--- config.mk ---
export PLATFORM = sky130hd
export DESIGN_NAME = bct_queue
export DESIGN_NICKNAME = d
export VERILOG_FILES = /design/src/hw/rtl/bct_pkg.sv /design/src/hw/rtl/bct_queue.sv
export SDC_FILE = /design/constraint.sdc
export NUM_CORES = 1
export LEC_CHECK = 0
export ABC_AREA = 1
export BUFFER_PORTS_ARGS = -buffer_cell sky130_fd_sc_hd__clkbuf_2
export CAP_MARGIN = 20
export CORE_MARGIN = 1.5
export CORE_UTILIZATION = 52
export DETAILED_ROUTE_END_ITERATION = 7
export PLACE_DENSITY = 0.79
export REMOVE_ABC_BUFFERS = 1
export SLEW_MARGIN = 20
export SYNTH_ARGS = -nofsm -noshare
export SYNTH_HDL_FRONTEND = slang
export SYNTH_SLANG_ARGS = --single-unit
export TNS_END_PERCENT = 10
--- constraint.sdc ---
create_clock -name i_clk -period 11.8 [get_ports i_clk]
set_clock_uncertainty 0.2 [all_clocks]
set_input_delay 0 -clock i_clk [delete_from_list [all_inputs] [get_ports i_clk]]
set_output_delay 0 -clock i_clk [all_outputs]
set_load 0.02 [all_outputs]
--- src/hw/rtl/bct_pkg.sv ---
`timescale 1ns / 1ps
`default_nettype none
// ----------------------------------------------------------------------------
// bct_pkg
// Shared types, constants and the step table for the curve tessellator.
// ----------------------------------------------------------------------------
package bct_pkg;

    localparam int unsigned MaxSegments = 64;
    localparam int unsigned CoordWidth  = 16;
    localparam logic [CoordWidth-1:0] CoordBias = 16'h8000;
    localparam logic [6:0] SegCountReset = 7'd16;

    typedef struct packed {
        logic                        cubic;
        logic [6:0]                  seg_n;
        logic [3:0][CoordWidth-1:0]  px;
        logic [3:0][CoordWidth-1:0]  py;
        logic [31:0]                 rgba;
    } t_curve;

    typedef struct packed {
        logic full;
        logic empty;
    } t_queue_status;

    typedef enum logic [1:0] {
        ST_IDLE,
        ST_CALC,
        ST_EMIT
    } t_back_state;

    // {65536 / n, 65536 % n}; the quotient for one segment is never used
    function automatic logic [22:0] step_frac(input logic [6:0] n);
        logic [22:0] r;
        case (n)
            7'd2:  r = {16'd32768, 7'd0};
            7'd3:  r = {16'd21845, 7'd1};
            7'd4:  r = {16'd16384, 7'd0};
            7'd5:  r = {16'd13107, 7'd1};
            7'd6:  r = {16'd10922, 7'd4};
            7'd7:  r = {16'd9362,  7'd2};
            7'd8:  r = {16'd8192,  7'd0};
            7'd9:  r = {16'd7281,  7'd7};
            7'd10: r = {16'd6553,  7'd6};
            7'd11: r = {16'd5957,  7'd9};
            7'd12: r = {16'd5461,  7'd4};
            7'd13: r = {16'd5041,  7'd3};
            7'd14: r = {16'd4681,  7'd2};
            7'd15: r = {16'd4369,  7'd1};
            7'd16: r = {16'd4096,  7'd0};
            7'd17: r = {16'd3855,  7'd1};
            7'd18: r = {16'd3640,  7'd16};
            7'd19: r = {16'd3449,  7'd5};
            7'd20: r = {16'd3276,  7'd16};
            7'd21: r = {16'd3120,  7'd16};
            7'd22: r = {16'd2978,  7'd20};
            7'd23: r = {16'd2849,  7'd9};
            7'd24: r = {16'd2730,  7'd16};
            7'd25: r = {16'd2621,  7'd11};
            7'd26: r = {16'd2520,  7'd16};
            7'd27: r = {16'd2427,  7'd7};
            7'd28: r = {16'd2340,  7'd16};
            7'd29: r = {16'd2259,  7'd25};
            7'd30: r = {16'd2184,  7'd16};
            7'd31: r = {16'd2114,  7'd2};
            7'd32: r = {16'd2048,  7'd0};
            7'd33: r = {16'd1985,  7'd31};
            7'd34: r = {16'd1927,  7'd18};
            7'd35: r = {16'd1872,  7'd16};
            7'd36: r = {16'd1820,  7'd16};
            7'd37: r = {16'd1771,  7'd9};
            7'd38: r = {16'd1724,  7'd24};
            7'd39: r = {16'd1680,  7'd16};
            7'd40: r = {16'd1638,  7'd16};
            7'd41: r = {16'd1598,  7'd18};
            7'd42: r = {16'd1560,  7'd16};
            7'd43: r = {16'd1524,  7'd4};
            7'd44: r = {16'd1489,  7'd20};
            7'd45: r = {16'd1456,  7'd16};
            7'd46: r = {16'd1424,  7'd32};
            7'd47: r = {16'd1394,  7'd18};
            7'd48: r = {16'd1365,  7'd16};
            7'd49: r = {16'd1337,  7'd23};
            7'd50: r = {16'd1310,  7'd36};
            7'd51: r = {16'd1285,  7'd1};
            7'd52: r = {16'd1260,  7'd16};
            7'd53: r = {16'd1236,  7'd28};
            7'd54: r = {16'd1213,  7'd34};
            7'd55: r = {16'd1191,  7'd31};
            7'd56: r = {16'd1170,  7'd16};
            7'd57: r = {16'd1149,  7'd43};
            7'd58: r = {16'd1129,  7'd54};
            7'd59: r = {16'd1110,  7'd46};
            7'd60: r = {16'd1092,  7'd16};
            7'd61: r = {16'd1074,  7'd22};
            7'd62: r = {16'd1057,  7'd2};
            7'd63: r = {16'd1040,  7'd16};
            7'd64: r = {16'd1024,  7'd0};
            default: r = {16'd0, 7'd0};
        endcase
        return r;
    endfunction

endpackage
`default_nettype wire

--- src/hw/rtl/bct_queue.sv ---
`timescale 1ns / 1ps
`default_nettype none
// ----------------------------------------------------------------------------
// bct_queue
// Two-entry curve queue between the front and the back.
// ----------------------------------------------------------------------------
module bct_queue (
    input  wire logic                 i_clk,
    input  wire logic                 i_rst_n,
    input  wire logic                 i_push,
    input  bct_pkg::t_curve           i_curve,
    input  wire logic                 i_pop,
    output bct_pkg::t_curve           o_curve,
    output bct_pkg::t_queue_status    o_status
);
    import bct_pkg::*;

    t_curve     r_mem [2];
    logic       r_wr_ptr;
    logic       r_rd_ptr;
    logic [1:0] r_count;
    logic       do_push;
    logic       do_pop;

    assign o_status.full  = (r_count == 2'd2);
    assign o_status.empty = (r_count == 2'd0);
    assign do_push = i_push && !o_status.full;
    assign do_pop  = i_pop && !o_status.empty;
    assign o_curve = r_mem[r_rd_ptr];

    always_ff @(posedge i_clk) begin
        if (do_push) begin
            r_mem[r_wr_ptr] <= i_curve;
        end
    end

    always_ff @(posedge i_clk) begin
        if (!i_rst_n) begin
            r_wr_ptr <= 1'b0;
            r_rd_ptr <= 1'b0;
            r_count  <= 2'd0;
        end else begin
            if (do_push) begin
                r_wr_ptr <= !r_wr_ptr;
            end
            if (do_pop) begin
                r_rd_ptr <= !r_rd_ptr;
            end
            case ({do_push, do_pop})
                2'b10:   r_count <= r_count + 2'd1;
                2'b01:   r_count <= r_count - 2'd1;
                default: r_count <= r_count;
            endcase
        end
    end

endmodule
`default_nettype wire

==> metrics.json <==
{
  "logic_synthesis": {
    "yosys.cell_count.top_type": "sky130_fd_sc_hd__edfxtp_1",
    "synth_seq_area_share": 0.796,
    "area_share_of_the_largest_cell_type_after_synthesis": 0.789,
    "async_reset_ff_frac": 0,
    "synth.largest_area_cell": "sky130_fd_sc_hd__edfxtp_1",
    "postSynthRegisterBits": 341,
    "syn_inst": 563,
    "synth_commonest_cells": "336 x sky130_fd_sc_hd__edfxtp_1, 101 x sky130_fd_sc_hd__mux2_4, 67 x sky130_fd_sc_hd__mux2_2",
    "ys.flop_type": "sky130_fd_sc_hd__edfxtp_1",
    "syn_area_sq_mm": 0.0128,
    "number_of_flops_mapped_to_enable_cells_by_yosys": 336,
    "synth.distinct_cells": 14,
    "yosys_warnings": 0,
    "synth_area_per_inst_sq_um": 22.7,
    "largest_cells_by_area_after_synthesis": "sky130_fd_sc_hd__edfxtp_1 79%, sky130_fd_sc_hd__mux2_4 12%, sky130_fd_sc_hd__mux2_2 5.9%, sky130_fd_sc_hd__buf_6 1.3%, sky130_fd_sc_hd__dfxtp_1 0.78%"
  },
  "routing": {
    "post-route-drc-count": 0,
    "detailedRoute.firstIterationViolations": 451,
    "detail_route.first_pass.iterations": 5,
    "route.antenna.remaining_nets": 0,
    "vias": 7185,
    "via_per_inst": 4.97,
    "detail_route.wl_per_cell_microns": 18.5,
    "routed_wirelength_mm": 26.7
  },
  "timing": {
    "timing.fmax_mhz": 308,
    "timing.final.crit_share": 0.275,
    "final-max-slew-violation-count": 0,
    "rsz0062_at_grt": "false",
    "setup_viol": 0,
    "final_hold_viol_count": 0,
    "max_slew_margin": 0.345,
    "max_slew.worst_pin.slew_ps": 983,
    "setup_total_negative_slack_ps": 0,
    "layout_min_cycle_time_ps": 3250,
    "postLayoutSetupSlackWorst_ps": 8550
  },
  "global_route": {
    "grt_busiest_layer": "met2",
    "grt_util_met3": 0.0491,
    "grt_first_pass_wirelength_mm": 41.2,
    "globalRouteOverflowTotal": 0,
    "grt_antenna_before_repair": 0,
    "gr-usage-all-layers": 0.209,
    "gr-usage-met2": 0.373,
    "first_global_vias": 7610,
    "global_route.usage.met1": 0.254,
    "grt_max_degree": 100
  },
  "job": {
    "max_cap_check_violation_count": 0
  },
  "setup_path": {
    "criticalPathCategory": "reg -> out",
    "timing.rr.start": "r_count[1]$_SDFFE_PN0P_",
    "cp-start-kind": "register",
    "reg2reg_to": "r_mem[1][25]$_DFFE_PP_",
    "cp.required_ps": 11600,
    "endpoint": "o_curve[1]",
    "reg_to_reg_setup_timing_slack_ps": 8620,
    "timing.critical_path.arrival_ps": 3050,
    "logic_depth_of_the_worst_register_to_register_path": 6,
    "worst_setup_path_end_kind": "primary output",
    "critPathMaxFanout": 62
  },
  "clock_tree": {
    "cts_max_level": 2,
    "cts.reportedPaths.clkPinSlew_ps": 60,
    "number_of_clock_buffers_inserted_by_tritoncts": 35,
    "clkSinkCount": 341,
    "clock-root-buffer": "sky130_fd_sc_hd__clkbuf_16",
    "total_setup_buffers_inserted_after_cts": 0,
    "insertion_delay_ps": 490,
    "clk_path_buf_depth": 3,
    "cts_tree": "done"
  },
  "finish": {
    "fillCellCount": 1433,
    "drive_above_1_share": 0.498,
    "multiInputGateArea_sq_mm": 0.00239,
    "antenna-diode-count": 0,
    "sequential_cell_area_sq_mm": 0.0102,
    "finish.instance_area_sq_mm": 0.0175,
    "finalNetCount": 1272,
    "final_core_util": 0.723,
    "synthToLayoutAreaGrowth_pct": 37.0
  },
  "pwr": {
    "power.leakage_nw": 6.91,
    "finalPower_mw": 3.26,
    "irDropWorstVdd_v": 0.000150,
    "p_per_area_mw_per_mm2": 186
  },
  "placed_design": {
    "post_place_instance_area_sq_mm": 0.0148,
    "globalplace.congestion": 0.767,
    "preCtsSetupSlack_ps": 8630,
    "hpwl_mm": 15.5,
    "io_buffer_count": 341
  },
  "floorplan": {
    "ioPinCount": 342,
    "rows": 57,
    "fp.dieArea_sq_mm": 0.0256,
    "die-height_microns": 160,
    "design.core.area_sq_mm": 0.0242,
    "initial_utilization": 0.528,
    "chipWidth_microns": 160
  },
  "min_path": {
    "hold_depth": 2,
    "holdCritPathClass": "in -> reg"
  },
  "outcome": {
    "status": "finished, final reports clean"
  }
}
==> area by class of cell <==
type                    instances  share of cell area
multi-input cells             194               0.136
clock inverters                13             0.00321
flip-flops and latches        341               0.582
clock buffers                  47              0.0550
well taps                     324              0.0231
repair buffers                518               0.198
inverters                       9             0.00221
==> worst max-delay path: stages, from the launching register on <==
cell and delay, ps:
sky130_fd_sc_hd__dfxtp_4 1010, sky130_fd_sc_hd__buf_4 840, sky130_fd_sc_hd__mux2_2 450, sky130_fd_sc_hd__clkbuf_2 160
==> repair_timing <==
| item | in CTS | in global routing |
|---|---|---|
| gates resized for setup | 0 | 0 |
| hold buffers | 171 | 0 |
| hold endpoints to repair | 341 | 0 |
==> layer usage <==
layer	vias up	share of wire	wire, microns
met4	0	0.025	658
met1	3539	0.38	10100
met2	321	0.53	14200
li1	3282	-	-
met5	-	0	0
met3	43	0.067	1800
==> registers in the layout, summed over array words and instances (netlist names), named ones only <==
signal	cells
r_rd_ptr	1
r_wr_ptr	1
r_count	2
r_mem	336
==> cells by family (layout without fill, tap and decap cells) <==
| group | after synthesis | after routing | synth area share |
|---|---|---|---|
| AND/OR/NAND/NOR | 23 | 23 | 0.00704 |
| adder cells (fa/ha/maj) | 1 | 1 | 0.000978 |
| AO/OA/AOI/OAI | 2 | 2 | 0.000781 |
| flip-flops | 341 | 341 | 0.796 |
| buffers and inverters | 28 | 587 | 0.0174 |
| multiplexers | 168 | 168 | 0.177 |
==> placed cells by master, fill, tap and decap left out, types with 3 or more instances in the layout <==
| master | Yosys | final |
|---|---|---|
| sky130_fd_sc_hd__buf_4 | 0 | 5 |
| sky130_fd_sc_hd__clkbuf_1 | 0 | 10 |
| sky130_fd_sc_hd__clkbuf_16 | 0 | 37 |
| sky130_fd_sc_hd__clkbuf_2 | 0 | 341 |
| sky130_fd_sc_hd__clkinv_1 | 0 | 9 |
| sky130_fd_sc_hd__clkinv_2 | 0 | 3 |
| sky130_fd_sc_hd__dfxtp_1 | 5 | 4 |
| sky130_fd_sc_hd__dlygate4sd3_1 | 0 | 171 |
| sky130_fd_sc_hd__edfxtp_1 | 336 | 336 |
| sky130_fd_sc_hd__inv_1 | 9 | 8 |
| sky130_fd_sc_hd__mux2_2 | 67 | 67 |
| sky130_fd_sc_hd__mux2_4 | 101 | 101 |
| sky130_fd_sc_hd__nand2_1 | 8 | 8 |
| sky130_fd_sc_hd__nor2_1 | 13 | 12 |
==> worst min-delay path by stage <==
stage,from,endpoint
floorplan,i_curve[0],r_mem[0][0]$_DFFE_PP_
global placement,i_curve[86],r_mem[1][86]$_DFFE_PP_
detailed placement,i_curve[142],r_mem[1][142]$_DFFE_PP_
CTS,i_curve[85],r_mem[0][85]$_DFFE_PP_
global route,i_curve[5],r_mem[1][5]$_DFFE_PP_
finish,i_curve[157],r_mem[1][157]$_DFFE_PP_
==> stage by stage <==
| step | std cells | hold slack, ps |
|---|---|---|
| 2_1_floorplan | 544 | -101 |
| 3_3_place_gp | 1214 | -11.9 |
| 3_5_place_dp | 1214 | -7.53 |
| 4_1_cts | 1445 | 7.45 |
| 5_1_grt | 1446 | 19.2 |
| 6_report | 1446 | 35.5 |
==> power by group <==
part / switching [mW] / leakage, nW / total [mW] / internal (mW)
sequential: 0.0528 / 3.18 / 1.54 / 1.48
combinational: 0.418 / 3.24 / 0.745 / 0.328
clock: 0.408 / 0.494 / 0.978 / 0.570
total: 0.878 / 6.91 / 3.26 / 2.38
No activity file was read; power rests on OpenSTA's default activity.
