File: src/hw/rtl/bct_pkg.sv
`timescale 1ns / 1ps
`default_nettype none
// ----------------------------------------------------------------------------
// bct_pkg
// Shared types, constants and the step table for the curve tessellator.
// ----------------------------------------------------------------------------
package bct_pkg;

    localparam int unsigned MaxSegments = 64;
    localparam int unsigned CoordWidth  = 16;
    localparam logic [CoordWidth-1:0] CoordBias = 16'h8000;
    localparam logic [6:0] SegCountReset = 7'd16;

    typedef struct packed {
        logic                        cubic;
        logic [6:0]                  seg_n;
        logic [3:0][CoordWidth-1:0]  px;
        logic [3:0][CoordWidth-1:0]  py;
        logic [31:0]                 rgba;
    } t_curve;

    typedef struct packed {
        logic full;
        logic empty;
    } t_queue_status;

    typedef enum logic [1:0] {
        ST_IDLE,
        ST_CALC,
        ST_EMIT
    } t_back_state;

    // {65536 / n, 65536 % n}; the quotient for one segment is never used
    function automatic logic [22:0] step_frac(input logic [6:0] n);
        logic [22:0] r;
        case (n)
            7'd2:  r = {16'd32768, 7'd0};
            7'd3:  r = {16'd21845, 7'd1};
            7'd4:  r = {16'd16384, 7'd0};
            7'd5:  r = {16'd13107, 7'd1};
            7'd6:  r = {16'd10922, 7'd4};
            7'd7:  r = {16'd9362,  7'd2};
            7'd8:  r = {16'd8192,  7'd0};
            7'd9:  r = {16'd7281,  7'd7};
            7'd10: r = {16'd6553,  7'd6};
            7'd11: r = {16'd5957,  7'd9};
            7'd12: r = {16'd5461,  7'd4};
            7'd13: r = {16'd5041,  7'd3};
            7'd14: r = {16'd4681,  7'd2};
            7'd15: r = {16'd4369,  7'd1};
            7'd16: r = {16'd4096,  7'd0};
            7'd17: r = {16'd3855,  7'd1};
            7'd18: r = {16'd3640,  7'd16};
            7'd19: r = {16'd3449,  7'd5};
            7'd20: r = {16'd3276,  7'd16};
            7'd21: r = {16'd3120,  7'd16};
            7'd22: r = {16'd2978,  7'd20};
            7'd23: r = {16'd2849,  7'd9};
            7'd24: r = {16'd2730,  7'd16};
            7'd25: r = {16'd2621,  7'd11};
            7'd26: r = {16'd2520,  7'd16};
            7'd27: r = {16'd2427,  7'd7};
            7'd28: r = {16'd2340,  7'd16};
            7'd29: r = {16'd2259,  7'd25};
            7'd30: r = {16'd2184,  7'd16};
            7'd31: r = {16'd2114,  7'd2};
            7'd32: r = {16'd2048,  7'd0};
            7'd33: r = {16'd1985,  7'd31};
            7'd34: r = {16'd1927,  7'd18};
            7'd35: r = {16'd1872,  7'd16};
            7'd36: r = {16'd1820,  7'd16};
            7'd37: r = {16'd1771,  7'd9};
            7'd38: r = {16'd1724,  7'd24};
            7'd39: r = {16'd1680,  7'd16};
            7'd40: r = {16'd1638,  7'd16};
            7'd41: r = {16'd1598,  7'd18};
            7'd42: r = {16'd1560,  7'd16};
            7'd43: r = {16'd1524,  7'd4};
            7'd44: r = {16'd1489,  7'd20};
            7'd45: r = {16'd1456,  7'd16};
            7'd46: r = {16'd1424,  7'd32};
            7'd47: r = {16'd1394,  7'd18};
            7'd48: r = {16'd1365,  7'd16};
            7'd49: r = {16'd1337,  7'd23};
            7'd50: r = {16'd1310,  7'd36};
            7'd51: r = {16'd1285,  7'd1};
            7'd52: r = {16'd1260,  7'd16};
            7'd53: r = {16'd1236,  7'd28};
            7'd54: r = {16'd1213,  7'd34};
            7'd55: r = {16'd1191,  7'd31};
            7'd56: r = {16'd1170,  7'd16};
            7'd57: r = {16'd1149,  7'd43};
            7'd58: r = {16'd1129,  7'd54};
            7'd59: r = {16'd1110,  7'd46};
            7'd60: r = {16'd1092,  7'd16};
            7'd61: r = {16'd1074,  7'd22};
            7'd62: r = {16'd1057,  7'd2};
            7'd63: r = {16'd1040,  7'd16};
            7'd64: r = {16'd1024,  7'd0};
            default: r = {16'd0, 7'd0};
        endcase
        return r;
    endfunction

endpackage
`default_nettype wire

File: src/hw/rtl/bct_front.sv
`timescale 1ns / 1ps
`default_nettype none
// ----------------------------------------------------------------------------
// bct_front
// Holds the segment count register, clamps it and packs each curve, with
// biased coordinates, into a queue entry.
// ----------------------------------------------------------------------------
module bct_front (
    input  wire logic                 i_clk,
    input  wire logic                 i_rst_n,
    input  wire logic                 i_cfg_valid,
    input  wire logic [6:0]           i_cfg_data,
    input  wire logic                 i_in_valid,
    input  wire logic                 i_mode,
    input  wire logic [15:0]          i_start_x,
    input  wire logic [15:0]          i_start_y,
    input  wire logic [15:0]          i_ctrl_a_x,
    input  wire logic [15:0]          i_ctrl_a_y,
    input  wire logic [15:0]          i_ctrl_b_x,
    input  wire logic [15:0]          i_ctrl_b_y,
    input  wire logic [15:0]          i_finish_x,
    input  wire logic [15:0]          i_finish_y,
    input  wire logic [31:0]          i_rgba_in,
    input  bct_pkg::t_queue_status    i_q_status,
    output logic                      o_push,
    output bct_pkg::t_curve           o_curve
);
    import bct_pkg::*;

    logic [6:0] r_seg_count;
    logic [6:0] seg_n;

    always_ff @(posedge i_clk) begin
        if (!i_rst_n) begin
            r_seg_count <= SegCountReset;
        end else if (i_cfg_valid) begin
            r_seg_count <= i_cfg_data;
        end
    end

    always_comb begin
        if (r_seg_count == 7'd0) begin
            seg_n = 7'd1;
        end else if (r_seg_count > 7'(MaxSegments)) begin
            seg_n = 7'(MaxSegments);
        end else begin
            seg_n = r_seg_count;
        end
    end

    assign o_push = i_in_valid && !i_q_status.full;

    always_comb begin
        o_curve.cubic = i_mode;
        o_curve.seg_n = seg_n;
        o_curve.px[0] = i_start_x  ^ CoordBias;
        o_curve.px[1] = i_ctrl_a_x ^ CoordBias;
        o_curve.px[2] = i_ctrl_b_x ^ CoordBias;
        o_curve.px[3] = i_finish_x ^ CoordBias;
        o_curve.py[0] = i_start_y  ^ CoordBias;
        o_curve.py[1] = i_ctrl_a_y ^ CoordBias;
        o_curve.py[2] = i_ctrl_b_y ^ CoordBias;
        o_curve.py[3] = i_finish_y ^ CoordBias;
        o_curve.rgba  = i_rgba_in;
    end

endmodule
`default_nettype wire

File: config.mk
export PLATFORM = sky130hd
export DESIGN_NAME = bct_front
export DESIGN_NICKNAME = d
export VERILOG_FILES = /design/src/hw/rtl/bct_pkg.sv /design/src/hw/rtl/bct_front.sv
export SDC_FILE = /design/constraint.sdc
export NUM_CORES = 1
export LEC_CHECK = 0
export ABC_AREA = 1
export ABC_CLOCK_PERIOD_IN_PS = 1100
export BUFFER_PORTS_ARGS = -buffer_cell sky130_fd_sc_hd__buf_2
export CORE_AREA = 4 4 129 131
export CTS_CLUSTER_SIZE = 30
export DETAILED_ROUTE_END_ITERATION = 10
export DIE_AREA = 0 0 133 135
export PLACE_DENSITY = 0.38
export SETUP_SLACK_MARGIN = 0.3
export SYNTH_ARGS = -nofsm -noshare
export SYNTH_HDL_FRONTEND = slang
export SYNTH_SLANG_ARGS = --single-unit
File: constraint.sdc
create_clock -name i_clk -period 1.1 [get_ports i_clk]
set_input_delay 0.11 -clock i_clk [delete_from_list [all_inputs] [get_ports i_clk]]
set_output_delay 0.11 -clock i_clk [all_outputs]
set_load 0.005 [all_outputs]
==> run metrics, run 1 <==
status=finished, violations left; failing checks=setup timing; total power=1.08 mW; pre-CTS WS=0.0569 ns; slowest stage delay, CP=between 0.3 and 0.4 ns; Post-Synth XOR/XNOR Area=0%; final core occ=slightly below 6%; Post-synth EDFFs=0; Pwr Density=1170 nW/µm²; Worst VDD drop=about 0.0009 V; RSZ-0062 raised after global routing=true; worst hold path type=primary input to flip-flop; Clk Latency, worst-skew pair=roughly 0.23 ns; simple-gate area share of the yosys netlist=between 2 and 3%; antenna violations before repair=0; first-pass GRT wire length=between 4000 and 5000 µm; Max Transition Viols Final=0; Placer Congestion=0.726; reg2reg setup slack=0.36 ns; Cell Area, Synth=between 1000 and 1500 µm²; top cell type's share of synthesized area=between 70% and 80%; Max FO, Critical Path=4; Avg Vias per Cell=roughly 2.1; H-tree levels=1; HPWL after DPL=2660 µm; top-count cell post-synth=buf_4; Synth Area in Compound Gates=5.80%; final worst-path cycle share=106%; core area=around 16000 µm²; top post-synthesis cells by count=buf_4, inv_1, a21oi_1; grt ovf=0; DP Area=about 770 µm²; pin count of the biggest net entering global routing=12; cells along the critical path=nor2_4 > nand3_4 > a21oi_2 > buf_2; minimum clock period=roughly 1.2 ns; met3 Use GR=roughly 2.1%; DRC viols=0; maximum buffer depth of the clock tree=2; RR Startpoint=r_seg_count[6]$_SDFFE_PN0P_; asr flop ratio synth=0%; routed wire length=3130 µm; fin worst setup slack=-0.0656 ns; Top Registers=r_seg_count: 7 flops; Fillers=1854; M1 GR Usage=under 10%; hold_buf cts=0; GRT Overall Usage=3.05%; CTS Buf Count=3; Std-Cell Rows=46; hold endpoint=r_seg_count[6]$_SDFFE_PN0P_; CP required=~0.99 ns; GR Util met2=between 4 and 5%; Largest register FFs=7; worst slew pin tran=around 0.25 ns; Lkg Pwr=0.374 nW; share of layout cells above drive strength 1=63.3%; WS Path Type=flip-flop to output port; Largest Register=r_seg_count; post-synthesis register bit count=7; Synth Instances=204; Synth cell types=14; Max stage delay cell, worst path=dfxtp_2; kind of cell adding the most delay to the critical path=flip-flops; CP arrival=1.06 ns; Port Buf Inserts=35; clock sinks=7; clock skew=0 ns; Max-cap violations=0; RR Endpoint=r_seg_count[6]$_SDFFE_PN0P_; largest family of logic cells by synthesized area=buffers and inverters; Synth area leader=buf_4; GR peak layer=met4; Post-synth top flop=dfxtp_1; post-synthesis mux area share=0%; Via Count=roughly 640; worst-case reg-to-reg path depth=2; hold path depth=3; hold_sp=i_cfg_data[6]; Initial Utilization=about a tenth; Layout Cells excl Fill=306; FMAX=between 800 and 900 MHz; Clock transition at path regs=0.04 ns; CTS Root Cell=clkbuf_16; Die Height=~140 µm; die area=about 18000 µm²; Pre-Repair DR Iteration Count=2; # setup viols final=4; Area Growth Syn to Fin=-37.7%; top cells by area, synth=buf_4, dfxtp_1, inv_1, a21oi_1, nor2_1; Routed Antenna Nets=0; Crit. End Element=output port; Ys Warns=0; # nets final=~270; Avg Cell Area, Syn=around 7.3 µm²; design area=between 900 and 1000 µm²; post-synthesis adder-cell area fraction=0%; number of DRC markers in iteration 0=12; placed cell count=300; Post-Synthesis Net Count=between 300 and 400; CP Buf/Inv Count=1; crit start category=flip-flop; CTS tree=yes; Die X=133 µm; n_diodes=0; number of global-route vias before repair=712; Slew headroom=approximately 83%; WL/cell=slightly above 10 µm; register area share after synthesis=9.41%; boundary pin count=about 340; Hold Vio Cnt, Final=0
kinds of logic after synthesis:
family,after synthesis
AND/OR/NAND/NOR,10
flip-flops,7
AO/OA/AOI/OAI,16
buffers and inverters,171
metal layers:
metal / vias up / wire, µm / part of all wire, %
met5: - / 0 / 0
met4: 0 / 601 / 19
met3: 82 / 665 / 21
met2: 97 / 1400 / 45
met1: 233 / 462 / 15
li1: 232 / - / -
through the flow:
step                      hold slack (ns)  setup TNS (ns)
after floorplan                     0.209               0
after global placement              0.220               0
after detailed placement            0.220               0
after CTS                           0.112          -0.429
after global routing                0.138          -0.401
final                               0.111          -0.228
cells in the final DEF, fill, tap and decap left out:
cell type | netlist | layout
a21oi_1 | 9 | 6
a21oi_2 | 0 | 3
buf_2 | 0 | 34
buf_4 | 153 | 2
buf_6 | 1 | 1
clkbuf_1 | 1 | 1
clkbuf_16 | 0 | 3
dfxtp_1 | 7 | 1
dfxtp_2 | 0 | 5
dfxtp_4 | 0 | 1
inv_1 | 15 | 13
inv_2 | 1 | 3
nand2_1 | 1 | 1
nand3_4 | 0 | 1
nor2_1 | 8 | 5
nor2_4 | 0 | 3
o211ai_1 | 1 | 1
o21ai_0 | 2 | 2
o21ai_1 | 3 | 3
o21ai_2 | 1 | 1
tightest hold or removal path: cells and delay by family:
family / cells / cell delay [ns]
simple gates: 2 / 0.12
buf+inv: 1 / 0.07
worst max path at each step:
stage | from | end | slack [ns] | cells after the start
global route | r_seg_count[5]$_SDFFE_PN0P_ | o_curve[160] | -0.12 | 4
floorplan | r_seg_count[5]$_SDFFE_PN0P_ | o_curve[160] | 0.32 | 3
detailed placement | r_seg_count[0]$_SDFFE_PN0P_ | o_curve[160] | 0.06 | 4
finish | r_seg_count[5]$_SDFFE_PN0P_ | o_curve[160] | -0.07 | 4
CTS | r_seg_count[2]$_SDFFE_PN0P_ | o_curve[160] | -0.12 | 4
global placement | r_seg_count[0]$_SDFFE_PN0P_ | o_curve[163] | 0.1 | 4
area by class of cell:
type,count,area [µm²],area share [%]
Multi-Input combinational cell,26,171,18.5
Inverter,16,60.1,6.48
Tap cell,216,270,29.1
Sequential cell,7,150,16.2
Clock buffer,4,78.8,8.50
Timing Repair Buffer,37,196,21.2
power by group:
group          total, mW  switching, mW  leakage (nW)  internal [mW]
Clock              0.618          0.136        0.0382          0.482
Sequential         0.299         0.0229        0.0597          0.276
Combinational      0.167         0.0799         0.276         0.0869
Total               1.08          0.239         0.374          0.845
repair_timing:
item / 4_1_cts / 5_1_grt
buffers inserted: 1 / 1
endpoints found under the setup margin: 7 / 7
resized for setup: 11 / 10
cloned: 0 / 0
pin swaps: 6 / 7
endpoints found under the hold margin: 0 / 0
Note: power is estimated with default switching activity, not from simulation.
==> run 2, diff against run 1 <==
Settings changed: CELL_PAD_IN_SITES_DETAIL_PLACEMENT set to 0, CELL_PAD_IN_SITES_GLOBAL_PLACEMENT set to 2, CORE_AREA 4 4 129 131 to 4 4 131 133, DIE_AREA 0 0 133 135 to 0 0 135 137, PLACE_DENSITY 0.38 to 0.89, REMOVE_ABC_BUFFERS set to 1.
==> run metrics, run 2 (synthesis results as in run 1) <==
commonest non-fill, non-tap cell in the layout=buf_2; Top Registers=r_seg_count: 7 flops; minimum clock period=1.16 ns (-0.00915 ns); worst slew pin tran=0.194 ns (-0.0533 ns); CTS tree=yes; H-tree levels=1 (unchanged); Post-Route Setup TNS=-0.197 ns (+0.0303 ns); Hold Vio Cnt, Final=0 (unchanged); GRT Overall Usage=27.7% (+25 points); CP arrival=1.05 ns (about the same); clock skew=0 ns (unchanged); worst hold path type=primary input to flip-flop; share of layout cells above drive strength 1=60.2% (-3.1 points); Port Buf Inserts=35 (unchanged); Largest Register=r_seg_count; grt ovf=0 (unchanged); Max Transition Viols Final=0 (unchanged); Stages on worst setup path=4 (unchanged); Avg Vias per Cell=2.90 (+38%); die area=18500 µm² (+3.0%); CP Buf/Inv Count=1 (unchanged); routed wire length=26900 µm (+760%); core area=15800 µm² (+1.5%); antenna violations before repair=4 (+4); pre-CTS WS=0.0868 ns (+0.0300 ns); pin count of the biggest net entering global routing=12 (unchanged); worst hold slack=0.111 ns (+0.000660 ns); RSZ-0062 raised after global routing=true; Slew headroom=87.1% (+3.7 points); Fillers=1887 (+1.8%); Worst VDD drop=0.000374 V (-58%); number of DRC markers in iteration 0=60 (+48); Std-Cell Rows=46 (unchanged); slowest stage delay, CP=0.33 ns (about the same); worst-case reg-to-reg path depth=2 (unchanged); CP required=0.99 ns (about the same); post-CTS setup buffer count=0 (-1); failing checks=setup timing; # nets final=263 (-0.75%); Die Height=137 µm (+1.5%); Area Growth Syn to Fin=-38.5%; Routed Antenna Nets=0 (unchanged); hold path depth=3 (unchanged); Via Count=888 (+38%); # setup viols final=4 (unchanged); HPWL after DPL=26300 µm (+890%); Clock transition at path regs=0.04 ns (about the same); CTS Buf Count=3 (unchanged); status=finished, violations left; crit start category=flip-flop; FMAX=865 MHz (+0.79%); DRC viols=0 (unchanged); final worst-path cycle share=105% (-0.83 points); Initial Utilization=9.41% (-0.14 points); number of global-route vias before repair=806 (+13%); WL/cell=87.9 µm (+760%); first-pass GRT wire length=28300 µm (+590%); Lkg Pwr=0.364 nW (-2.7%); kind of cell adding the most delay to the critical path=flip-flops; cells along the critical path=nor2_4 > nand3_4 > a21oi_2 > buf_2; Pre-Repair DR Iteration Count=4 (+2); boundary pin count=343 (unchanged); Max-cap violations=0 (unchanged); Die X=135 µm (+1.5%); final core occ=5.79% (-0.16 points); fin worst setup slack=-0.0564 ns (+0.00915 ns); CTS Root Cell=clkbuf_16; Max FO, Critical Path=4 (unchanged); maximum buffer depth of the clock tree=2 (unchanged); Clk Latency, worst-skew pair=0.23 ns (about the same); Max stage delay cell, worst path=dfxtp_2; Pwr Density=1200 nW/µm² (+2.5%); Largest register FFs=7 (unchanged); WS Path Type=flip-flop to output port; clock sinks=7 (unchanged); Crit. End Element=output port; Placer Congestion=0.941 (+30%); most frequent cells in the layout=buf_2, inv_1, a21oi_1
[run 2: changes by cell type in the layout (fill, tap and decap cells not counted), sizes merged]
cell and delta:
diode +2, buf -2
[run 2: what timing repair did]
item,in CTS,in global routing
hold buffers,0,0
pin swaps,3,2
endpoints found under the setup margin,7,7
resized for setup,12,7
[run 2: per-layer routing]
layer / vias up / global-route usage [%] / share of wire, %
li1: 231 / - / -
met1: 277 / 2.25 / 3.6
met2: 330 / 59.4 / 60
met3: 46 / 43.6 / 33
met4: 4 / 9.63 / 4.0
met5: - / 1.11 / 0.10
[run 2: per-stage QoR]
| stage | cell area [µm²] | std cells | power [mW] |
|---|---|---|---|
| floorplan | 325 | 49 | 0.343 |
| global placement | 771 | 300 | 0.443 |
| detailed placement | 771 | 300 | 0.445 |
| CTS | 875 | 304 | 1.08 |
| global route | 916 | 306 | 1.14 |
| finish | 916 | 306 | 1.10 |
[run 2: power breakdown]
part | leakage (nW) | switching (mW) | internal (mW) | total (mW)
combinational | 0.266 | 0.0944 | 0.0819 | 0.176
sequential | 0.0594 | 0.0248 | 0.275 | 0.300
clock | 0.0382 | 0.139 | 0.482 | 0.621
total | 0.364 | 0.258 | 0.840 | 1.10
[run 2: final timing paths]
check	startpoint	end	slack (ns)
setup / recovery	r_seg_count[0]$_SDFFE_PN0P_	o_curve[163]	-0.06
hold / removal	i_cfg_data[6]	r_seg_count[6]$_SDFFE_PN0P_	0.11
setup reg to reg	r_seg_count[1]$_SDFFE_PN0P_	r_seg_count[1]$_SDFFE_PN0P_	0.38
hold reg to reg	r_seg_count[5]$_SDFFE_PN0P_	r_seg_count[5]$_SDFFE_PN0P_	0.50
[run 2: area by class of cell]
type | instances | area (µm²) | share of cell area [%]
diodes | 2 | 5.00 | 0.546
repair buffers | 35 | 181 | 19.8
flip-flops and latches | 7 | 149 | 16.3
multi-input cells | 26 | 171 | 18.7
clock buffers | 4 | 78.8 | 8.61
well taps | 216 | 270 | 29.5
inverters | 16 | 60.1 | 6.56
[run 2: worst register-to-register path: cells and delay by family, from the launching register on]
family | cells | cell delay, ns
flops | 1 | 0.38
compound gates | 1 | 0.16
buf+inv | 1 | 0.11
==> run 3, diff against run 2 <==
Settings changed: ABC_AREA 1 to 0, CORE_AREA 4 4 131 133 to 4 4 132 134, DIE_AREA 0 0 135 137 to 0 0 136 138, PLACE_DENSITY 0.89 to 0.86.
==> run metrics, run 3 <==
core area=16300 µm² (+2.9%); boundary pin count=343 (unchanged); register area share after synthesis=9.31% (-0.10 points); Area Growth Syn to Fin=-37.2%; Initial Utilization=9.24% (-0.17 points); WS Path Type=flip-flop to output port; failing checks=setup timing; Pwr Density=1130 nW/µm² (-6.0%); Std-Cell Rows=47 (+2.2%); cells along the critical path=or3_4 > o41ai_4 > buf_2; worst slew pin tran=0.241 ns (+0.0474 ns); Synth area leader=buf_4; crit start category=flip-flop; met2 WL=16300 µm (+1.8%); Synth Instances=193 (-5.4%); minimum clock period=1.42 ns (+0.268 ns); asr flop ratio synth=0% (unchanged); number of DRC markers in iteration 0=29 (-52%); Largest register FFs=7 (unchanged); top cells by area, synth=buf_4, dfxtp_1, nor2b_1, mux2i_1, inv_1; clock sinks=7 (unchanged); Ys Warns=0 (unchanged); commonest non-fill, non-tap cell in the layout=buf_2; die area=18800 µm² (+1.5%); top post-synthesis cells by count=buf_4, nor2b_1, inv_1; Max Used Layer=met5; FMAX=702 MHz (-19%); HPWL after DPL=26100 µm (-1.1%); WL/cell=87.7 µm (-0.25%); Met1 Wirelength=779 µm (-20%); # nets final=256 (-2.7%); Routed Antenna Nets=0 (unchanged); fin worst setup slack=-0.324 ns (-0.268 ns); Max FO, Critical Path=3 (-1); Top Registers=r_seg_count: 7 flops; RSZ-0062 raised after global routing=true; status=finished, violations left; top cell type's share of synthesized area=76.3% (-0.83 points); Worst VDD drop=0.000670 V (+79%); Max stage delay cell, worst path=or3_4; CTS Buf Count=3 (unchanged); most frequent cells in the layout=buf_2, nor2b_1, inv_1; Max Transition Viols Final=0 (unchanged); Clock transition at path regs=0.04 ns (about the same); Max-cap violations=0 (unchanged); Synth cell types=11 (-3); total power=1.06 mW (-3.0%); clock skew=0 ns (unchanged); Clk Latency, worst-skew pair=0.23 ns (about the same); DRC viols=0 (unchanged); Largest Register=r_seg_count; CP required=0.99 ns (about the same); GRT Overall Usage=26.8% (-0.88 points); Crit. End Element=output port; Via Count=766 (-14%); CTS tree=yes; hold_buf cts=0 (unchanged); H-tree levels=1 (unchanged); Pre-Repair DR Iteration Count=3 (-1); Cell Area, Synth=1510 µm² (+1.1%); post-synthesis register bit count=7 (unchanged); pin count of the biggest net entering global routing=8 (-4); Post-synth top flop=dfxtp_1; Slew headroom=83.9% (-3.2 points); routed wire length=26400 µm (-1.9%); n_diodes=0 (-2); number of global-route vias before repair=697 (-14%); slowest stage delay, CP=0.39 ns (+0.06 ns); worst hold path type=primary input to flip-flop; Lkg Pwr=0.392 nW (+7.7%); top-count cell post-synth=buf_4; CTS Root Cell=clkbuf_16; Port Buf Inserts=35 (unchanged); share of layout cells above drive strength 1=58.0% (-2.2 points); final worst-path cycle share=129% (+24 points); Die Height=138 µm (+0.73%); CP arrival=1.31 ns (+0.26 ns); first-pass GRT wire length=28000 µm (-0.86%); Post-synth EDFFs=0 (unchanged); final core occ=5.80% (+0.013 points); # setup viols final=1 (-3); Hold Vio Cnt, Final=0 (unchanged); Avg Cell Area, Syn=7.80 µm² (+6.9%); met3 wire length=7940 µm (-9.8%); Avg Vias per Cell=2.54 (-12%); grt ovf=0 (unchanged); Placer Congestion=0.864 (-8.2%); maximum buffer depth of the clock tree=2 (unchanged); antenna violations before repair=0 (-4); Die X=136 µm (+0.74%)
==> run 3: worst max-delay path: cells and delay by family, from the launching register on <==
kind / cells / cell delay [ns]
flops: 1 / 0.32
compound gates: 1 / 0.22
simple gates: 1 / 0.39
buf+inv: 1 / 0.17
==> run 3: logic make-up (layout without fill, tap and decap cells) <==
kind of cell	after synthesis	count (layout)	synth area share [%]
compound gates	1	1	1.08
simple gates	15	15	6.07
mux	7	7	4.66
flops	7	7	9.31
buf+inv	163	51	78.9
==> run 3: worst paths after layout <==
kind	to	start	cells after the start	slack [ns]
setup / recovery	o_curve[160]	r_seg_count[3]$_SDFFE_PN0P_	3	-0.32
hold / removal	r_seg_count[4]$_SDFFE_PN1P_	i_cfg_data[4]	3	0.1
setup reg to reg	r_seg_count[6]$_SDFFE_PN0P_	r_seg_count[6]$_SDFFE_PN0P_	3	0.32
hold reg to reg	r_seg_count[0]$_SDFFE_PN0P_	r_seg_count[0]$_SDFFE_PN0P_	2	0.53
==> run 3: stage by stage <==
| step | hold WS (ns) | setup slack, ns | setup TNS [ns] | area (µm²) | cells |
|---|---|---|---|---|---|
| 2_1_floorplan | 0.172 | 0.104 | 0 | 348 | 38 |
| 3_3_place_gp | 0.220 | -0.0860 | -0.0860 | 821 | 296 |
| 3_5_place_dp | 0.220 | -0.0831 | -0.0831 | 821 | 296 |
| 4_1_cts | 0.0956 | -0.327 | -0.327 | 917 | 300 |
| 5_1_grt | 0.121 | -0.369 | -0.403 | 945 | 301 |
| 6_report | 0.0985 | -0.324 | -0.324 | 945 | 301 |
==> run 3: repair_timing <==
| item | in CTS | in global routing |
|---|---|---|
| endpoints found under the setup margin | 7 | 7 |
| gates resized for setup | 5 | 4 |
| buffers inserted | 0 | 1 |
==> run 3: report_power, final <==
part	internal [mW]	total [mW]	switching, mW
Sequential	0.270	0.283	0.0128
Clock	0.482	0.612	0.131
Combinational	0.0967	0.169	0.0728
==> run 3: final cells by class <==
type / instances / area, µm²
timing repair buffer: 39 / 219
fill: 1930 / 15300
inverter: 8 / 30.0
clock buffer: 4 / 78.8
multi-input combinational: 23 / 196
sequential: 7 / 145
tap: 220 / 275
==> run 3: per-layer routing <==
metal	GRT usage, %	up-vias
met5	8.20	-
met4	9.55	6
met3	37.9	30
met2	58.5	294
met1	1.99	232
li1	-	204
